$ cat src/rtl/pal_pkg.sv
// Package: action and status codes and the per-cell control word of the positional list.
`timescale 1ns / 1ps

package pal_pkg;

    localparam int VALUE_BITS     = 32;
    localparam int POS_BITS       = 7;
    localparam int COUNT_OUT_BITS = 8;
    localparam int RD_GROUP       = 16;

    typedef enum logic [1:0] {
        ACT_INSERT = 2'd0,
        ACT_APPEND = 2'd1,
        ACT_DELETE = 2'd2,
        ACT_READ   = 2'd3
    } t_action;

    typedef enum logic [1:0] {
        ST_OK    = 2'd0,
        ST_RANGE = 2'd1,
        ST_FULL  = 2'd2
    } t_status;

    // Broadcast to every cell in the accept cycle.
    typedef struct packed {
        logic ins;   // open a slot at the position and write the new word there
        logic del;   // close the slot at the position
        logic rd;    // present the word at the position to the read tree
    } t_cell_ctrl;

endpackage

$ cat src/rtl/pal_cell.sv
// Module: one storage cell of the list; shifts with its neighbours on insert and delete.
`timescale 1ns / 1ps

module pal_cell #(
    parameter int WORD_BITS = 32,
    parameter int PW        = 8,
    parameter int IDX       = 0
) (
    input  logic                  i_clk,
    input  pal_pkg::t_cell_ctrl   i_ctrl,
    input  logic [PW-1:0]         i_pos,
    input  logic [WORD_BITS-1:0]  i_new_word,
    input  logic [WORD_BITS-1:0]  i_left_word,
    input  logic [WORD_BITS-1:0]  i_right_word,
    output logic [WORD_BITS-1:0]  o_word,
    output logic [WORD_BITS-1:0]  o_rd_word
);
    import pal_pkg::*;

    localparam logic [PW-1:0] MY_IDX = PW'(IDX);

    logic [WORD_BITS-1:0] r_word;
    logic [WORD_BITS-1:0] n_word;
    logic                 w_here;
    logic                 w_above;

    assign w_here  = (MY_IDX == i_pos);
    assign w_above = (MY_IDX > i_pos);

    always_comb begin
        n_word = r_word;
        if (i_ctrl.ins) begin
            if (w_here) begin
                n_word = i_new_word;
            end else if (w_above) begin
                n_word = i_left_word;
            end
        end else if (i_ctrl.del) begin
            if (w_here || w_above) begin
                n_word = i_right_word;
            end
        end
    end

    always_ff @(posedge i_clk) begin
        r_word <= n_word;
    end

    assign o_word    = r_word;
    // old word, sampled by the read tree before any shift lands
    assign o_rd_word = (i_ctrl.rd && w_here) ? r_word : '0;

endmodule

$ cat config.mk
export PLATFORM = sky130hd
export DESIGN_NAME = pal_cell
export DESIGN_NICKNAME = d
export VERILOG_FILES = /design/src/rtl/pal_pkg.sv /design/src/rtl/pal_cell.sv
export SDC_FILE = /design/constraint.sdc
export NUM_CORES = 1
export LEC_CHECK = 0
export BUFFER_PORTS_ARGS = -buffer_cell sky130_fd_sc_hd__buf_4
export CORE_UTILIZATION = 39
export DETAILED_ROUTE_END_ITERATION = 6
export PLACE_DENSITY = 0.82
export SYNTH_ARGS = -nofsm -noshare
export SYNTH_HDL_FRONTEND = slang
export SYNTH_SLANG_ARGS = --single-unit
$ cat constraint.sdc
create_clock -name i_clk -period 2.6 [get_ports i_clk]
set_input_delay 0.13 -clock i_clk [delete_from_list [all_inputs] [get_ports i_clk]]
set_output_delay 0.13 -clock i_clk [all_outputs]
set_load 0.02 [all_outputs]
=== After elaboration in Yosys (flattened, before gate mapping) ===
Index checks and enable logic that the tools add are counted.
W data, S select, Z words.

* $add $sub $neg: 0
* Multipliers: 0
* Div/mod/pow operators: 0
* Magnitude comparators: 1
* Equality and inequality tests: 1
* Shift operators: 0
* Mux-type cells: 6
* Bitwise gates (word level): 0
* Reduce and logical (&&, ||, !) cells: 6

{| class="wikitable"
|+ Operators by type and width
! kind !! number
|-
| $mux W32 || 6
|-
| $gt A1 B8 Y1 const A || 1
|-
| $logic_not A8 Y1 || 1
|-
| $reduce_bool A2 Y1 || 2
|-
| $ne A3 B1 Y1 const B || 1
|-
| $reduce_and A3 Y1 || 1
|-
| $logic_and A1 B1 Y1 || 1
|-
| $logic_or A1 B1 Y1 || 1
|}

* Register bits after elaboration: 32
* Latch bits: 0
* Bits in writable memories: 0
* Memory bits (read-only): 0
* Input port bits: 108
* Word-level logic and storage cells: 15
* Memories kept: 0

=== Longest topological paths before layout ===
* Depth after elaboration: 5
* Gate-level depth with buffers: 4
* Depth with buffers taken out: 3

=== Worst setup path after synthesis ===
OpenSTA, ideal clock, no wires.

* Path kind: input -> register
* Start point: input port i_pos[7]
* End point: register r_word[0], in the netlist o_word[0] (enable)
* Data arrival time: 1.795 ns
* Data required time: 2.209 ns
* Setup slack: 0.414 ns
* Stages on the path: 4
* Path buffers: 1
* Cell sequence: or4_4 > nor2_8 > buf_6 > o21a_1

* Longest elaborated chain between the ends: 4
* Elaborated cells on any way between the ends: 6
* Those cells by class: order compare (1); eq/ne (1); reduce/logical (4)

{| class="wikitable"
|+ Ends and longest elaborated chain
! what !! line !! RTL
|-
| start, declared || pal_cell.sv:11 || <nowiki>input logic [PW-1:0] i_pos,</nowiki>
|-
| $gt A1 B8 Y1 / $logic_not A8 Y1 (equally long branches) || pal_cell.sv:28, pal_cell.sv:27 ||
|-
| $logic_or A1 B1 Y1 || pal_cell.sv:39 || <nowiki>if (w_here || w_above) begin</nowiki>
|-
| $reduce_bool A2 Y1 (no source line) || -- ||
|-
| $reduce_and A3 Y1 (no source line) (*) || -- ||
|-
| end signal, assigned || pal_cell.sv:46 || <nowiki>r_word <= n_word;</nowiki>
|-
| end, declared || pal_cell.sv:22 || <nowiki>logic [WORD_BITS-1:0] r_word;</nowiki>
|}

Mark *: on every way between the ends. The rest lies on a longest branch, timed or not.
A chain may end at the register's enable or synchronous reset.

=== Final worst setup path ===
* Start point: input port i_pos[7]
* End point: output port o_rd_word[3]

* Longest elaborated chain between the ends: 3

{| class="wikitable"
|+ Ends and longest elaborated chain
! what !! line !! RTL
|-
| $logic_not A8 Y1 || pal_cell.sv:27 || <nowiki>assign w_here = (MY_IDX == i_pos);</nowiki>
|-
| $logic_and A1 B1 Y1 || pal_cell.sv:51 || <nowiki>assign o_rd_word = (i_ctrl.rd && w_here) ? r_word : '0;</nowiki>
|-
| $mux W32 || pal_cell.sv:51 ||
|-
| end, declared || pal_cell.sv:16 || <nowiki>output logic [WORD_BITS-1:0] o_rd_word</nowiki>
|}

No other way between the ends.

==> results.txt <==
The floorplan die height came out at around 74 um. The final number of setup-violating endpoints is 0. The placed instances occupy a cell area of 3314 um2. The analysis attributes to cell leakage a power of 1.604 nW. The flop and latch count out of synthesis is 32. Row generation in the floorplan step produced 25 rows. Input and output buffers added on the ports amount to around 170. The setup path with the least slack is of type primary input to output port. The die is ~74 um wide. The CTS tree is done.

The number of flip-flops in the largest register came out at 32. The element type at the critical path end is an output port. The number of cells upsized or downsized after cts is 0. The worst hold path belongs to the class primary input to flop. The warning count from the yosys run is 0. The initial core utilization came out at 0.4173. The net count reported at finish is between 400 and 500. Setup total negative slack on the finished layout was measured at 0 ns. The via-per-instance ratio came out at 5.284. Once detail routing completed, the nets flagged for antenna violations numbered 0. The number of antenna cells inserted is 0. The netlist uses 15 different library cells. The shortest period the worst path allows is around 1.9 ns. The simple-gate area share of the yosys netlist is 0.2709. After detailed routing, the number of remaining DRC violations is 0.

The clock net sink count came out at 32. The area of the core region is ~4800 um2. The synthesized netlist cell count is 223.

The endpoint arrival time on the critical path came out at 1.77 ns. The detailed router's first-iteration violation count came out at about 150. Wires add up to around 7100 um. The deepest level of the CTS H-tree came out at 2.

The maximum fanout count along the critical path came out at 33. The share of the synthesized area in the top cell type is 0.4750. The global-route wire length before repair is ~10,000 um. After filler insertion, the fill cell instance count of the layout stands at a little over 400. The share of the synthesized area in compound gates (AO/OA/AOI/OAI) came out at 0.1818.

The total die area is approximately 5500 um2. Of the total synthesized cell area, the portion taken by XOR and XNOR cells is 0. The sequential-to-total area share from yosys stat is 0.4750.

Among all flip-flop cells after synthesis, the most frequent one is sky130_fd_sc_hd__edfxtp_1. The via count is approximately 2,400. Of the total synthesized cell area, the portion taken by full adders, half adders and majority gates is 0. The average wire length per cell after detail routing is 15.68 um. The boundary pin count came out at 172. The residual overflow from global routing came out at 0.

Dividing the final minimum period by the clock period gives 0.7325. The global placer's final weighted congestion came out at 0.8304. The area of all placed cells without fillers is 3421 um2. The number of synthesized flops with an enable pin is 32.

The number of hold buffers added after cts came out at 0. After synthesis, the largest family of logic cells by area is simple AND/OR/NAND/NOR gates. The number of setup buffers added after CTS is 0. The pin count of the biggest net entering global routing came out at between 60 and 70. The worst-case IR drop observed on VDD is about 0.25 mV. The number of antenna violations at the first check in global routing came out at 0. The final hold violation count came to 0. After synthesis, the cell types taking the most area are sky130_fd_sc_hd__edfxtp_1, sky130_fd_sc_hd__a31oi_1, sky130_fd_sc_hd__and3_1, sky130_fd_sc_hd__nand3_1, sky130_fd_sc_hd__nor2_1. The CTS clock-pin slew for the worst setup and hold paths came out at about 0.06 ns. By count the netlist is led by sky130_fd_sc_hd__a31oi_1, sky130_fd_sc_hd__and3_1, sky130_fd_sc_hd__edfxtp_1, sky130_fd_sc_hd__nand3_1, sky130_fd_sc_hd__nor2_1. Averaged over all synthesized cells, the footprint is 9.073 um2. STA classifies the critical path startpoint as a primary input. The actual transition at the worst max-transition pin came out at approximately 0.74 ns.

The fraction of final layout cells with drive strength greater than 1 came out at 0.4922. The tree is rooted in a sky130_fd_sc_hd__clkbuf_8. The synthesized net count is ~330. The area growth from synthesis to final layout is 69.08%. The areal power density over the cells came out at between 300 and 400 nW/um2.

The portion of netlist area occupied by mux cells came out at 0. Based on the critical path, the design can be clocked at up to about 530 MHz. The wire-length estimate of the detail-placed layout is approximately 5400 um.

The number of buffers created by CTS is 5. Setup repair after global routing left no endpoint under its margin. The dominant cell type by area after synthesis is sky130_fd_sc_hd__edfxtp_1. The tightest slew margin relative to the limit came out at 0.5017. The final-report max-slew violation count is 0. The flow ran to the end, and the final reports show no timing, DRC or antenna violations. After layout, the design draws a total of between 1 and 1.5 mW.

Counting flops with an async set or reset pin after synthesis yields a share of 0. The via count of the first global-routing pass was ~2,200. The critical path data required time is approximately 2.5 ns. The tool flagged a number of max-cap violations equal to 0.

The pre-antenna-repair detailed-routing pass consisted of 5 iterations. The cell area that synthesis handed to floorplanning was 2023 um2. In the global route stage, overall resource usage came out at 0.2481.

The maximum count of clock buffers along a single path came out at 2.
==> where the power goes <==
part	internal [mW]	switching (mW)	total, mW	leakage, nW
clock	0.278	0.158	0.437	0.0532
combinational	0.134	0.0971	0.231	1.25
sequential	0.574	0.000825	0.574	0.298
==> worst max-delay path, cell delays in order <==
cell,delay [ns]
sky130_fd_sc_hd__buf_4,0.12
sky130_fd_sc_hd__or4_4,0.73
sky130_fd_sc_hd__nor2_8,0.16
sky130_fd_sc_hd__buf_4,0.27
sky130_fd_sc_hd__and3_1,0.20
sky130_fd_sc_hd__buf_4,0.14
==> metal layers <==
metal	vias up	track usage	routed length (um)	part of all wire
met3	6	0.04201	620	0.088
met1	1094	0.2962	2650	0.37
met4	0	0.06197	68	0.0096
li1	1165	-	-	-
met5	-	0	0	0
met2	118	0.4606	3733	0.53
==> worst paths after layout <==
check,start,slack [ns],to,cells after the start
min,i_right_word[14],0.21,o_word[14],3
max,i_pos[7],0.70,o_rd_word[3],6
==> per-stage QoR <==
stage	hold slack, ns	utilization	cells	setup slack (ns)
after floorplan	0.3793	-	223	0.4135
after global placement	0.4773	0.6836	443	0.5244
after detailed placement	0.4809	0.6836	443	0.4839
after CTS	0.1990	0.7055	451	0.6965
after global routing	0.2026	0.7055	451	0.6058
final	0.2076	0.7055	451	0.6956
==> layout by cell type, fill, tap and decap left out <==
cell and instances:
sky130_fd_sc_hd__nor2_1 32, sky130_fd_sc_hd__or4_4 2, sky130_fd_sc_hd__o21ai_1 16, sky130_fd_sc_hd__clkinv_1 2, sky130_fd_sc_hd__o21ai_0 16, sky130_fd_sc_hd__o21a_1 1, sky130_fd_sc_hd__nor4_4 2, sky130_fd_sc_hd__a31oi_1 32
sky130_fd_sc_hd__edfxtp_1 32, sky130_fd_sc_hd__and3_1 32, sky130_fd_sc_hd__bufinv_16 1, sky130_fd_sc_hd__nand3_1 32, sky130_fd_sc_hd__buf_4 178, sky130_fd_sc_hd__clkbuf_8 5, sky130_fd_sc_hd__nor2_8 1
==> logic make-up (layout without fill, tap and decap cells) <==
family | Yosys count | in the layout
buf+inv | 25 | 186
flops | 32 | 32
simple gates | 101 | 101
compound gates | 65 | 65
==> layout make-up <==
type,count,area [um2],share of cell area
Multi-Input combinational cell,166,933.4,0.2729
Timing Repair Buffer,178,1336,0.3906
Tap cell,67,83.83,0.02451
Clock inverter,3,37.54,0.01097
Clock buffer,5,68.82,0.02012
Sequential cell,32,960.9,0.2809
Note: power is estimated with default switching activity, not from simulation.
